`config.mk`:
```
export PLATFORM = sky130hd
export DESIGN_NAME = glt_seq
export DESIGN_NICKNAME = d
export VERILOG_FILES = /design/src/rtl/glt_pkg.sv /design/src/rtl/glt_mul.sv /design/src/rtl/glt_seq.sv
export SDC_FILE = /design/constraint.sdc
export NUM_CORES = 2
export LEC_CHECK = 0
export ABC_CLOCK_PERIOD_IN_PS = 9000
export BUFFER_PORTS_ARGS = -buffer_cell sky130_fd_sc_hd__buf_2
export CAP_MARGIN = 5
export CORE_MARGIN = 2
export CORE_UTILIZATION = 57
export CTS_CLUSTER_SIZE = 30
export DETAILED_ROUTE_END_ITERATION = 10
export PLACE_DENSITY = 0.79
export SYNTH_ARGS = -nofsm -noshare
export SYNTH_HDL_FRONTEND = slang
export SYNTH_HIERARCHICAL = 1
export SYNTH_SLANG_ARGS = --single-unit
```
`constraint.sdc`:
```
create_clock -name clk -period 9 [get_ports clk]
set_clock_uncertainty 0.2 [all_clocks]
set_input_delay 0 -clock clk [delete_from_list [all_inputs] [get_ports clk]]
set_output_delay 0 -clock clk [all_outputs]
set_load 0.1 [all_outputs]
```
`src/rtl/glt_pkg.sv`:
```
// ----------------------------------------------------------------------------
// glt_pkg
// Shared types, codes and fixed-point helpers for the glyph layout engine.
// ----------------------------------------------------------------------------
`default_nettype none

package glt_pkg;

  // Opcodes of an input item
  typedef enum logic [1:0] {
    OP_GLYPH = 2'd0,
    OP_BEGIN = 2'd1,
    OP_CHAR  = 2'd2
  } opcode_t;

  // Special character codes
  localparam logic [15:0] CHAR_SPACE   = 16'd32;
  localparam logic [15:0] CHAR_NEWLINE = 16'd10;

  // Register indexes (byte address / 4)
  localparam logic [2:0] REG_LETTER_HEIGHT   = 3'd0;
  localparam logic [2:0] REG_LETTER_SPACING  = 3'd1;
  localparam logic [2:0] REG_LINE_SPACING    = 3'd2;
  localparam logic [2:0] REG_LINE_LENGTH     = 3'd3;
  localparam logic [2:0] REG_CHAR_CODE_START = 3'd4;
  localparam logic [2:0] REG_GLYPH_COUNT     = 3'd5;
  localparam logic [2:0] REG_GLYPH_SCALE     = 3'd6;

  // Q3.14 position range
  localparam logic signed [27:0] POS_MAX = 28'sd131071;
  localparam logic signed [27:0] POS_MIN = -28'sd131072;
  localparam logic [22:0]        SCALE_MAX = 23'd131071;

  // Configuration registers
  typedef struct packed {
    logic [14:0] letter_height;
    logic [14:0] letter_spacing;
    logic [14:0] line_spacing;
    logic [7:0]  line_length;
    logic [15:0] char_code_start;
    logic [8:0]  glyph_count;
    logic [15:0] glyph_scale;
  } cfg_t;

  // One glyph table entry
  typedef struct packed {
    logic [15:0] tex_x;
    logic [15:0] tex_y;
    logic [15:0] width;
    logic [15:0] height;
    logic [15:0] drop;
  } glyph_entry_t;

  // Clamp a wide signed value into the signed Q3.14 range
  function automatic logic signed [17:0] sat_pos(input logic signed [27:0] v);
    logic signed [17:0] r;
    if (v > POS_MAX) begin
      r = 18'sh1FFFF;
    end else if (v < POS_MIN) begin
      r = 18'sh20000;
    end else begin
      r = v[17:0];
    end
    return r;
  endfunction

  // size * scale is Q0.16 * Q8.8; round to Q3.14 and clamp
  function automatic logic [16:0] scale_round(input logic [31:0] prod);
    logic [32:0] sum;
    logic [22:0] q;
    sum = {1'b0, prod} + 33'd512;
    q   = sum[32:10];
    return (q > SCALE_MAX) ? 17'h1FFFF : q[16:0];
  endfunction

  // |drop| * height * scale, rounded half up to Q3.14
  function automatic logic [24:0] drop_round(input logic [47:0] mag);
    logic [47:0] sum;
    sum = mag + 48'h400000;
    return sum[47:23];
  endfunction

endpackage

`default_nettype wire

```
`src/rtl/glt_mul.sv`:
```
// ----------------------------------------------------------------------------
// glt_mul
// Shared 16 x 32 unsigned multiplier with a registered product.
// ----------------------------------------------------------------------------
`default_nettype none

module glt_mul (
  input  wire logic        clk,
  input  wire logic        en,
  input  wire logic [15:0] a,
  input  wire logic [31:0] b,
  output logic      [47:0] p
);

  logic [47:0] p_r;

  always_ff @(posedge clk) begin
    if (en) begin
      p_r <= 48'(a) * 48'(b);
    end
  end

  assign p = p_r;

endmodule

`default_nettype wire

```
`src/rtl/glt_seq.sv`:
```
// ----------------------------------------------------------------------------
// glt_seq
// Layout sequencer: cursor and line state, glyph lookup, three passes
// through the shared multiplier and the result register.
// ----------------------------------------------------------------------------
`default_nettype none

module glt_seq
  import glt_pkg::*;
#(
  parameter int GLYPHS       = 256,
  parameter int MAX_VERTICES = 256,
  parameter int AW           = 8
) (
  input  wire logic                clk,
  input  wire logic                rst_n,
  input  wire cfg_t                cfg,
  // input channel
  input  wire logic                in_valid,
  output logic                     in_ready,
  input  wire logic [1:0]          in_opcode,
  input  wire logic [15:0]         in_char_code,
  input  wire logic [7:0]          in_glyph_slot,
  input  wire logic [15:0]         in_glyph_tex_x,
  input  wire logic [15:0]         in_glyph_tex_y,
  input  wire logic [15:0]         in_glyph_width,
  input  wire logic [15:0]         in_glyph_height,
  input  wire logic signed [15:0]  in_glyph_drop,
  // glyph table
  output logic                     tbl_wr_en,
  output logic [AW-1:0]            tbl_wr_addr,
  output glyph_entry_t             tbl_wr_data,
  output logic                     tbl_rd_en,
  output logic [AW-1:0]            tbl_rd_addr,
  input  wire glyph_entry_t        tbl_rd_data,
  // result channel
  output logic                     out_valid,
  input  wire logic                out_ready,
  output logic [7:0]               out_vertex_index,
  output logic signed [17:0]       out_pos_x,
  output logic signed [17:0]       out_pos_y,
  output logic [16:0]              out_scale_x,
  output logic [16:0]              out_scale_y,
  output logic [15:0]              out_tex_x,
  output logic [15:0]              out_tex_y,
  output logic [15:0]              out_tex_w,
  output logic [15:0]              out_tex_h
);

  localparam int QB = $clog2(MAX_VERTICES + 1);
  localparam int QW = (QB > 8) ? QB : 8;

  typedef enum logic [4:0] {
    S_IDLE = 5'b00001,
    S_MW   = 5'b00010,
    S_MH   = 5'b00100,
    S_MD   = 5'b01000,
    S_FIN  = 5'b10000
  } state_t;

  state_t             state_r, state_nxt;
  logic signed [17:0] cx_r, cx_nxt;
  logic signed [17:0] cy_r, cy_nxt;
  logic [8:0]         lc_r, lc_nxt;
  logic [QW-1:0]      qc_r, qc_nxt;
  logic [16:0]        sx_r, sy_r;
  logic               out_valid_r, out_valid_nxt;
  logic [7:0]         vidx_r;
  logic signed [17:0] opx_r, opy_r;
  logic [16:0]        osx_r, osy_r;
  logic [15:0]        otx_r, oty_r, otw_r, oth_r;

  logic               accept;
  logic [15:0]        idx16;
  logic [15:0]        slot16;
  logic               in_rng;
  logic               is_space, is_nl, wrap;
  logic signed [17:0] cx_sp;
  logic signed [17:0] cy_wrap;
  logic [8:0]         lc_w;
  logic               glyph_hit;
  logic               slot_ok;

  logic               mul_en;
  logic [15:0]        mul_a;
  logic [31:0]        mul_b;
  logic [47:0]        mul_p;
  logic [15:0]        drop_mag;
  logic [24:0]        drop_r;
  logic signed [27:0] drop_term;
  logic signed [17:0] py;
  logic signed [17:0] cx_adv;
  logic               emit;
  logic               out_free;

  assign accept   = in_valid && in_ready;
  assign in_ready = (state_r == S_IDLE);
  assign out_free = !out_valid_r || out_ready;

  // Character classification and cursor updates for the accept cycle
  assign idx16    = in_char_code - cfg.char_code_start;
  assign in_rng   = (in_char_code >= cfg.char_code_start)
                 && (idx16 < 16'(cfg.glyph_count))
                 && ({1'b0, idx16} < 17'(GLYPHS));
  assign is_space = (in_char_code == CHAR_SPACE);
  assign is_nl    = (in_char_code == CHAR_NEWLINE);
  assign wrap     = (lc_r > {1'b0, cfg.line_length}) || is_nl;
  assign cx_sp    = is_space ? sat_pos(28'(cx_r) + 28'(cfg.letter_height)
                                       + 28'(cfg.letter_spacing)) : cx_r;
  assign cy_wrap  = sat_pos(28'(cy_r) - 28'(cfg.letter_height) - 28'(cfg.line_spacing));
  assign lc_w     = wrap ? 9'd0 : lc_r;
  assign glyph_hit = in_rng && !is_space && !is_nl;

  // Glyph table ports
  assign slot16      = 16'(in_glyph_slot);
  assign slot_ok     = (13'(in_glyph_slot) < 13'(GLYPHS));
  assign tbl_wr_en   = accept && (in_opcode == OP_GLYPH) && slot_ok;
  assign tbl_wr_addr = slot16[AW-1:0];
  assign tbl_wr_data = '{tex_x: in_glyph_tex_x, tex_y: in_glyph_tex_y,
                         width: in_glyph_width, height: in_glyph_height,
                         drop: in_glyph_drop};
  assign tbl_rd_en   = accept && (in_opcode == OP_CHAR) && glyph_hit;
  assign tbl_rd_addr = idx16[AW-1:0];

  // Shared multiplier operand select: width, height, then drop
  assign drop_mag = tbl_rd_data.drop[15] ? 16'(-tbl_rd_data.drop) : tbl_rd_data.drop;

  always_comb begin
    mul_en = 1'b0;
    mul_a  = tbl_rd_data.width;
    mul_b  = 32'(cfg.glyph_scale);
    case (state_r)
      S_MW: begin
        mul_en = 1'b1;
      end
      S_MH: begin
        mul_en = 1'b1;
        mul_a  = tbl_rd_data.height;
      end
      S_MD: begin
        mul_en = 1'b1;
        mul_a  = drop_mag;
        mul_b  = mul_p[31:0];
      end
      default: begin
        mul_en = 1'b0;
      end
    endcase
  end

  glt_mul u_mul (
    .clk (clk),
    .en  (mul_en),
    .a   (mul_a),
    .b   (mul_b),
    .p   (mul_p)
  );

  // Finish: drop term, final y, cursor advance
  assign drop_r    = drop_round(mul_p);
  assign drop_term = tbl_rd_data.drop[15] ? -28'(drop_r) : 28'(drop_r);
  assign py        = sat_pos(28'(cy_r) - drop_term);
  assign cx_adv    = sat_pos(28'(cx_r) + 28'(sx_r) + 28'(cfg.letter_spacing));
  assign emit      = (qc_r < QW'(MAX_VERTICES));

  // Sequencer
  always_comb begin
    state_nxt     = state_r;
    cx_nxt        = cx_r;
    cy_nxt        = cy_r;
    lc_nxt        = lc_r;
    qc_nxt        = qc_r;
    out_valid_nxt = out_valid_r && !out_ready;
    unique case (state_r)
      S_IDLE: begin
        if (accept && (in_opcode == OP_BEGIN)) begin
          cx_nxt = '0;
          cy_nxt = '0;
          lc_nxt = '0;
          qc_nxt = '0;
        end else if (accept && (in_opcode == OP_CHAR)) begin
          cx_nxt = wrap ? 18'sd0 : cx_sp;
          cy_nxt = wrap ? cy_wrap : cy_r;
          lc_nxt = in_rng ? lc_w + 9'd1 : lc_w;
          if (glyph_hit) begin
            state_nxt = S_MW;
          end
        end
      end
      S_MW: begin
        state_nxt = S_MH;
      end
      S_MH: begin
        state_nxt = S_MD;
      end
      S_MD: begin
        state_nxt = S_FIN;
      end
      S_FIN: begin
        if (!emit || out_free) begin
          cx_nxt    = cx_adv;
          state_nxt = S_IDLE;
          if (emit) begin
            qc_nxt        = qc_r + QW'(1);
            out_valid_nxt = 1'b1;
          end
        end
      end
      default: begin
        state_nxt = S_IDLE;
      end
    endcase
  end

  // Control state
  always_ff @(posedge clk) begin
    if (!rst_n) begin
      state_r     <= S_IDLE;
      cx_r        <= '0;
      cy_r        <= '0;
      lc_r        <= '0;
      qc_r        <= '0;
      out_valid_r <= 1'b0;
    end else begin
      state_r     <= state_nxt;
      cx_r        <= cx_nxt;
      cy_r        <= cy_nxt;
      lc_r        <= lc_nxt;
      qc_r        <= qc_nxt;
      out_valid_r <= out_valid_nxt;
    end
  end

  // Scales from the first two multiplier passes
  always_ff @(posedge clk) begin
    if (state_r == S_MH) begin
      sx_r <= scale_round(mul_p[31:0]);
    end
    if (state_r == S_MD) begin
      sy_r <= scale_round(mul_p[31:0]);
    end
  end

  // Result register
  always_ff @(posedge clk) begin
    if ((state_r == S_FIN) && emit && out_free) begin
      vidx_r <= qc_r[7:0];
      opx_r  <= cx_r;
      opy_r  <= py;
      osx_r  <= sx_r;
      osy_r  <= sy_r;
      otx_r  <= tbl_rd_data.tex_x;
      oty_r  <= tbl_rd_data.tex_y;
      otw_r  <= tbl_rd_data.width;
      oth_r  <= tbl_rd_data.height;
    end
  end

  assign out_valid        = out_valid_r;
  assign out_vertex_index = vidx_r;
  assign out_pos_x        = opx_r;
  assign out_pos_y        = opy_r;
  assign out_scale_x      = osx_r;
  assign out_scale_y      = osy_r;
  assign out_tex_x        = otx_r;
  assign out_tex_y        = oty_r;
  assign out_tex_w        = otw_r;
  assign out_tex_h        = oth_r;

endmodule

`default_nettype wire

```
# Word-level counts from Yosys, hierarchy flattened
# Cells that the tools add are included.
[totals]
register_bits = 284
elab_cells = 132
inputBits = 284
output_inout_bits = 242
[classes]
eq_ne = 17
n_mul = 1
n_reduce_logical = 30
n_mux = 38
addsub = 14
order_cmp = 14
[ops]
columns = ["op", "count"]
rows = [
  ["2-to-1 mux 18 bit", 15],
  ["2-to-1 mux 9 bit", 7],
  ["greater-than comparator 20 x 18 -> 1 bit (second input constant)", 3],
  ["less-than comparator 20 x 18 -> 1 bit (second input constant)", 3],
  ["adder 48 x 23 -> 48 bit (second input constant)", 1],
  ["multiplier 16 x 32 -> 48 bit", 1],
  ["adder 19 x 16 -> 20 bit", 2],
  ["one-hot mux 18 bit (2 select lines)", 1],
  ["adder 32 x 10 -> 33 bit (second input constant)", 1],
  ["2-to-1 mux 32 bit", 1],
  ["one-hot mux 16 bit (2 select lines)", 1],
  ["greater-than comparator 28 x 18 -> 1 bit (second input constant)", 1],
  ["less-than comparator 28 x 18 -> 1 bit (second input constant)", 1],
  ["2-to-1 mux 28 bit", 1],
  ["negator 25 -> 28 bit", 1],
  ["subtractor 18 x 28 -> 28 bit", 1],
  ["one-hot mux 5 bit (5 select lines)", 1],
  ["greater-than comparator 23 x 17 -> 1 bit (second input constant)", 1],
  ["2-to-1 mux 5 bit", 4],
  ["subtractor 19 x 16 -> 20 bit", 1],
  ["adder 18 x 16 -> 19 bit", 1],
  ["adder 18 x 18 -> 19 bit", 1],
  ["subtractor 18 x 16 -> 19 bit", 1],
  ["adder 9 x 1 -> 9 bit (second input constant)", 2],
  ["33 further kinds", 61],
]

# Depth between registers and ports, before layout
[depth]
ltp_word = 10
mapped_depth = 31
depth_no_buf = 29

# Cells and area by module
# The synthesis kept the hierarchy.
[modules_own_cells]
columns = ["mod", "area_each_um2", "seq_area_each_um2", "cells_each", "n_inst"]
rows = [
  ["glt_mul", 17777.0, 1441.4, 1961, 1],
  ["glt_seq", 17644.4, 6486.2, 1829, 1],
]

# Worst setup path after synthesis
# Ideal clock, no wire load.
[synth_path]
path_type = "register to register"
startpoint = "register state_r[3]"
endpoint = "register u_mul.p_r[47] (netlist: u_mul/p[47]), data pin"
period_less_slack_ps = 8096
setup_ps = 262
stages_incl_launch_ff = 27
path_slack_ps = 904
arrival_time_ps = 7634
path_buffers = 3
required_time_ps = 8538
path_cell_list = "dfxtp_1 nor2_1 nor4bb_1 clkbuf_1 clkbuf_1 a22oi_1 o21ai_0 clkbuf_1 nand2_1 fa_1 inv_1 fa_1 fa_1 fa_1 fa_1 inv_1 fa_1 inv_1 ha_1 and2_4 nand3_2 or3_1 or4_1 o22a_1 a21oi_1 nor3_1 xnor2_1"
[synth_via]
elab_chain_cells = 3
word_cells_on_any_way = 5
cone_classes = "mul (1); eq/ne (2); mux (2)"
[synth_rtl]
columns = ["item", "line_no", "source"]
rows = [
  ["start, declared", "glt_seq.sv:61", "state_t state_r, state_nxt;"],
  ["start signal, assigned", "glt_seq.sv:225", "state_r <= state_nxt;"],
  ["equality test 5 x 4 -> 1 bit / equality test 5 x 3 -> 1 bit (equally long branches)", "glt_seq.sv:132", "case (state_r)"],
  ["one-hot mux 16 bit (2 select lines) *", "glt_seq.sv:132", ""],
  ["via mul_a[12]", "glt_seq.sv:85", "logic [15:0] mul_a;"],
  ["multiplier 16 x 32 -> 48 bit *", "glt_mul.sv:19", "p_r <= 48'(a) * 48'(b);"],
  ["end signal, assigned", "glt_mul.sv:19", ""],
  ["end, declared", "glt_mul.sv:15", "logic [47:0] p_r;"],
]
# The timed path passes the listed nets; every way through them passes the cells marked *.
# A chain may end at the register's enable or synchronous reset.

# Worst setup path after layout
[layout_path]
startpoint = "register state_r[4]"
endpoint = "register u_mul.p_r[36] (netlist: u_mul/p[36]), data pin"
[layout_via]
elab_chain_cells = 3
word_cells_on_any_way = 5
cone_classes = "mul (1); eq/ne (2); mux (2)"
[layout_rtl]
columns = ["item", "line_no", "source"]
rows = [
  ["equality test 5 x 4 -> 1 bit", "glt_seq.sv:132", ""],
  ["2-to-1 mux 32 bit", "glt_seq.sv:132", ""],
  ["via mul_b[8]", "glt_seq.sv:86", "logic [31:0] mul_b;"],
  ["multiplier 16 x 32 -> 48 bit", "glt_mul.sv:19", ""],
]
# The timed path passes the listed nets, and every way through them passes these cells.

==> impl_metrics.toml <==
[synth]
count_of_mapped_cells_out_of_synthesis = 3790
ys_types = 107
synth_seq_area_share = 0.2238
synthesis_warnings = 6
dominantRegCellSynth = "sky130_fd_sc_hd__edfxtp_1"
syn_avg_cell_area_um2 = 9.346
synth.ff_latch_count = 284
netlist_area_mm2 = 0.03542
number_of_nets_in_the_synthesized_netlist = 4779
synth_enable_flop_cells = 224
ys_async_sr_fraction = 0

[die]
floorplan.die_area_mm2 = 0.06415
floorplan.core_area_mm2 = 0.06160
std_cell_rows = 91
initial_core_util = 0.5750
floorplan.die.width_um = 253.3
num_io_pins = 526
die_y_um = 253.3

[sta]
post-route-worst-setup-slack_ps = 327.9
final_critical_path_share_of_the_clock_period = 0.9636
fin_setup_tns_ps = 0
worst_pin_slew_ps = 1231
final.min_clock_period_ps = 8672
rsz0062_at_grt = "false"
report.final.setup_viol = 0
fmaxAchievable_mhz = 115.3
slew_violations = 0
worst_slew_margin_rel = 0.1766
report.final.hold_viol_count = 0

[status]
outcome = "finished clean"

[pwr]
power_switching_share = 0.4725
powerDensity_mw_per_mm2 = 205.0
power_frac_seq = 0.197
cellLeakagePower_nw = 18.56
power_frac_comb = 0.661
total_switching_power_mw = 3.910
clock_power_share = 0.142
worst_ir_drop_vdd_mv = 0.4025
intPower_mw = 4.365

[placed_design]
place_hpwl_um = 79970
place_inst = 4795
dp_worst_setup_slack_ps = 566.2
placement.io_buffers = 349
routabilityCongestion = 0.9748

[finish]
synthToLayoutAreaGrowth_pct = 13.99
filler_cell_count = 4776
final_net_count = 5179
fin_cells = 5053
final_layout_size_suffix_gt1_frac = 0.1218

[drt]
dr.pass1.iters = 8
route.detailed.vias_per_inst = 5.878
wl_per_cell_um = 21.27
ant_nets = 0
post-route-drc-count = 0
wirelength_um = 107500
routed-via-count = 29700
dr.first_iter.drc_count = 3244

[setup_path]
arrival_ps = 8790
setup_crit_end_kind = "flop"
critPathKind = "reg2reg"
worst_ep_required_time_ps = 9120
regToRegSetupSlack_ps = 330
timing.critical_path.from_type = "flop"
critical_path.max_fanout = 50

[global_route]
grt_overflow = 0
grt_start_max_net_pins = 76
antenna_violations_before_repair = 7
grt_pass1_wl_um = 166000
via_count_of_the_first_global_routing_pass = 30090
grt.total_usage = 0.3334

[flow_run]
cap_viol_max_count = 0

[clocking]
post_cts.repair.setup_buffers = 0
worst_setup_hold_path_clk_slew_ps = 70
clock_tree.buffer_depth = 3
clk_root_buffer_cell = "sky130_fd_sc_hd__clkbuf_16"
h-tree-depth = 1
cts_tree = "yes"
clk-insertion-delay-late_ps = 570
cts.sinks = 284
cts_made_buffers = 28

[hold_path]
hold_path.class = "in2reg"
critical path: stages, from the launching register on:
cell and delay, ps:
sky130_fd_sc_hd__dfxtp_1 370, sky130_fd_sc_hd__nor3_1 300, sky130_fd_sc_hd__nand3b_1 180, sky130_fd_sc_hd__inv_2 100, sky130_fd_sc_hd__buf_4 510, sky130_fd_sc_hd__nand2_1 120, sky130_fd_sc_hd__nand2_1 620, sky130_fd_sc_hd__nand2_1 180
sky130_fd_sc_hd__fa_1 600, sky130_fd_sc_hd__fa_1 440, sky130_fd_sc_hd__fa_1 510, sky130_fd_sc_hd__fa_1 520, sky130_fd_sc_hd__inv_1 70, sky130_fd_sc_hd__fa_1 530, sky130_fd_sc_hd__inv_1 50, sky130_fd_sc_hd__fa_1 530
sky130_fd_sc_hd__inv_1 40, sky130_fd_sc_hd__ha_1 360, sky130_fd_sc_hd__a21o_1 190, sky130_fd_sc_hd__a21oi_1 370, sky130_fd_sc_hd__o32a_1 240, sky130_fd_sc_hd__and4b_1 250, sky130_fd_sc_hd__o21ai_1 160, sky130_fd_sc_hd__a31o_2 310
sky130_fd_sc_hd__o211a_1 210, sky130_fd_sc_hd__nor4b_1 430
timing repair:
item	in CTS	in global routing
gates resized for setup	0	1
hold buffers	201	0
setup endpoints to repair	0	2
hold endpoints to repair	194	0
layout by cell type, fill, tap and decap left out, types with 7 or more instances in the layout:
cell type                       count
sky130_fd_sc_hd__inv_1            568
sky130_fd_sc_hd__nand2_1          515
sky130_fd_sc_hd__fa_1             467
sky130_fd_sc_hd__buf_2            349
sky130_fd_sc_hd__and2_1           243
sky130_fd_sc_hd__ha_1             238
sky130_fd_sc_hd__edfxtp_1         224
sky130_fd_sc_hd__dlygate4sd3_1    201
sky130_fd_sc_hd__a21oi_1          155
sky130_fd_sc_hd__o21ai_0          128
sky130_fd_sc_hd__nor2_1           120
sky130_fd_sc_hd__xnor2_1          118
sky130_fd_sc_hd__xor2_1            75
sky130_fd_sc_hd__dfxtp_1           60
sky130_fd_sc_hd__a21o_1            57
sky130_fd_sc_hd__buf_4             53
sky130_fd_sc_hd__nand3_1           50
sky130_fd_sc_hd__nor3_1            44
sky130_fd_sc_hd__nand4_1           38
sky130_fd_sc_hd__a22oi_1           36
sky130_fd_sc_hd__and3_1            34
sky130_fd_sc_hd__clkbuf_16         29
sky130_fd_sc_hd__a31oi_1           27
sky130_fd_sc_hd__nor2b_1           23
sky130_fd_sc_hd__o21ai_1           22
sky130_fd_sc_hd__o21bai_1          22
sky130_fd_sc_hd__o21a_1            21
sky130_fd_sc_hd__nand2b_1          21
sky130_fd_sc_hd__o211ai_1          17
sky130_fd_sc_hd__a211oi_1          15
sky130_fd_sc_hd__or3_1             14
sky130_fd_sc_hd__nor4_1            12
sky130_fd_sc_hd__a221o_1           11
sky130_fd_sc_hd__o21ai_2           10
sky130_fd_sc_hd__and4_1            10
sky130_fd_sc_hd__o31ai_1            9
sky130_fd_sc_hd__mux2i_1            9
sky130_fd_sc_hd__a21boi_0           7
sky130_fd_sc_hd__a211o_1            7
worst paths after layout:
path                    from              to  cells past startpoint
max               state_r[4]     u_mul/p[36]                     25
min          tbl_rd_data[32]    out_tex_w[0]                      2
min reg2reg          sy_r[8]  out_scale_y[8]                      0
max reg2reg       state_r[4]     u_mul/p[36]                     25
sequential cells by signal (all words and copies together) (netlist names), 17 cells and up:
signal / flops
u_mul/p: 48
cx_r: 18
out_pos_y: 18
sx_r: 17
out_pos_x: 18
out_scale_y: 17
cy_r: 18
out_scale_x: 17
sy_r: 17
stage by stage:
step	cell area, um^2	hold WS [ps]	power, mW	util
finish	40380	9.849	8.276	0.6555
CTS	40360	1.250	8.119	0.6552
floorplan	35420	-101.1	5.657	-
global placement	37430	-199.3	6.646	0.6077
global route	40380	5.061	8.871	0.6555
detailed placement	37430	-199.3	6.715	0.6077
cells in the mapped netlist, types with 50 or more instances:
cell                       number  area (um^2)
sky130_fd_sc_hd__inv_1        569         2136
sky130_fd_sc_hd__nand2_1      516         1937
sky130_fd_sc_hd__fa_1         467         9349
sky130_fd_sc_hd__and2_1       243         1520
sky130_fd_sc_hd__ha_1         238         2978
sky130_fd_sc_hd__edfxtp_1     224         6726
sky130_fd_sc_hd__a21oi_1      155        775.7
sky130_fd_sc_hd__o21ai_0      141        705.7
sky130_fd_sc_hd__clkbuf_1     124        465.5
sky130_fd_sc_hd__nor2_1       121        454.2
sky130_fd_sc_hd__xnor2_1      118         1033
sky130_fd_sc_hd__buf_4         93        698.2
sky130_fd_sc_hd__xor2_1        75        656.9
sky130_fd_sc_hd__dfxtp_1       60         1201
sky130_fd_sc_hd__a21o_1        57        427.9
sky130_fd_sc_hd__nand3_1       50        250.2
final cells by class:
cell class	count	area (um^2)	share of cell area
Multi-Input combinational cell	2701	24150	0.5981
Sequential cell	284	7928	0.1963
Timing Repair Buffer	605	4184	0.1036
Inverter	570	2145	0.05311
Tap cell	837	1047	0.02594
Clock buffer	33	760.7	0.01884
Clock inverter	19	152.6	0.003780
Antenna cell	4	10.01	0.0002479
power by group through the flow:
stage,logic (mW),clock network [mW],registers [mW]
after detailed placement,5.06,0,1.66
final,5.47,1.18,1.63
after floorplan,4.00,0,1.66
after global placement,4.99,0,1.66
after global routing,6.02,1.22,1.63
after CTS,5.32,1.17,1.63
layer usage:
layer	routed length, um	part of all wire	GRT usage	vias up
met2	49440	0.46	0.5408	1700
met3	11640	0.11	0.07175	332
met4	5302	0.049	0.1538	6
met1	41050	0.38	0.4283	14510
met5	35	0.00033	0	-
li1	-	-	-	13150
cell families (layout without fill, tap and decap cells):
family                   count (synthesis)  count (layout)  share of synthesized area
AND/OR/NAND/NOR                       1169            1169                     0.1637
multiplexers                            15              15                   0.004451
flip-flops                             284             284                     0.2238
other                                    0               4                          0
buffers and inverters                  805            1227                    0.09594
adder cells (fa/ha/maj)                706             706                     0.3483
AO/OA/AOI/OAI                          616             616                     0.1146
XOR/XNOR                               195             195                    0.04928
(Power assumes the default switching activity.)
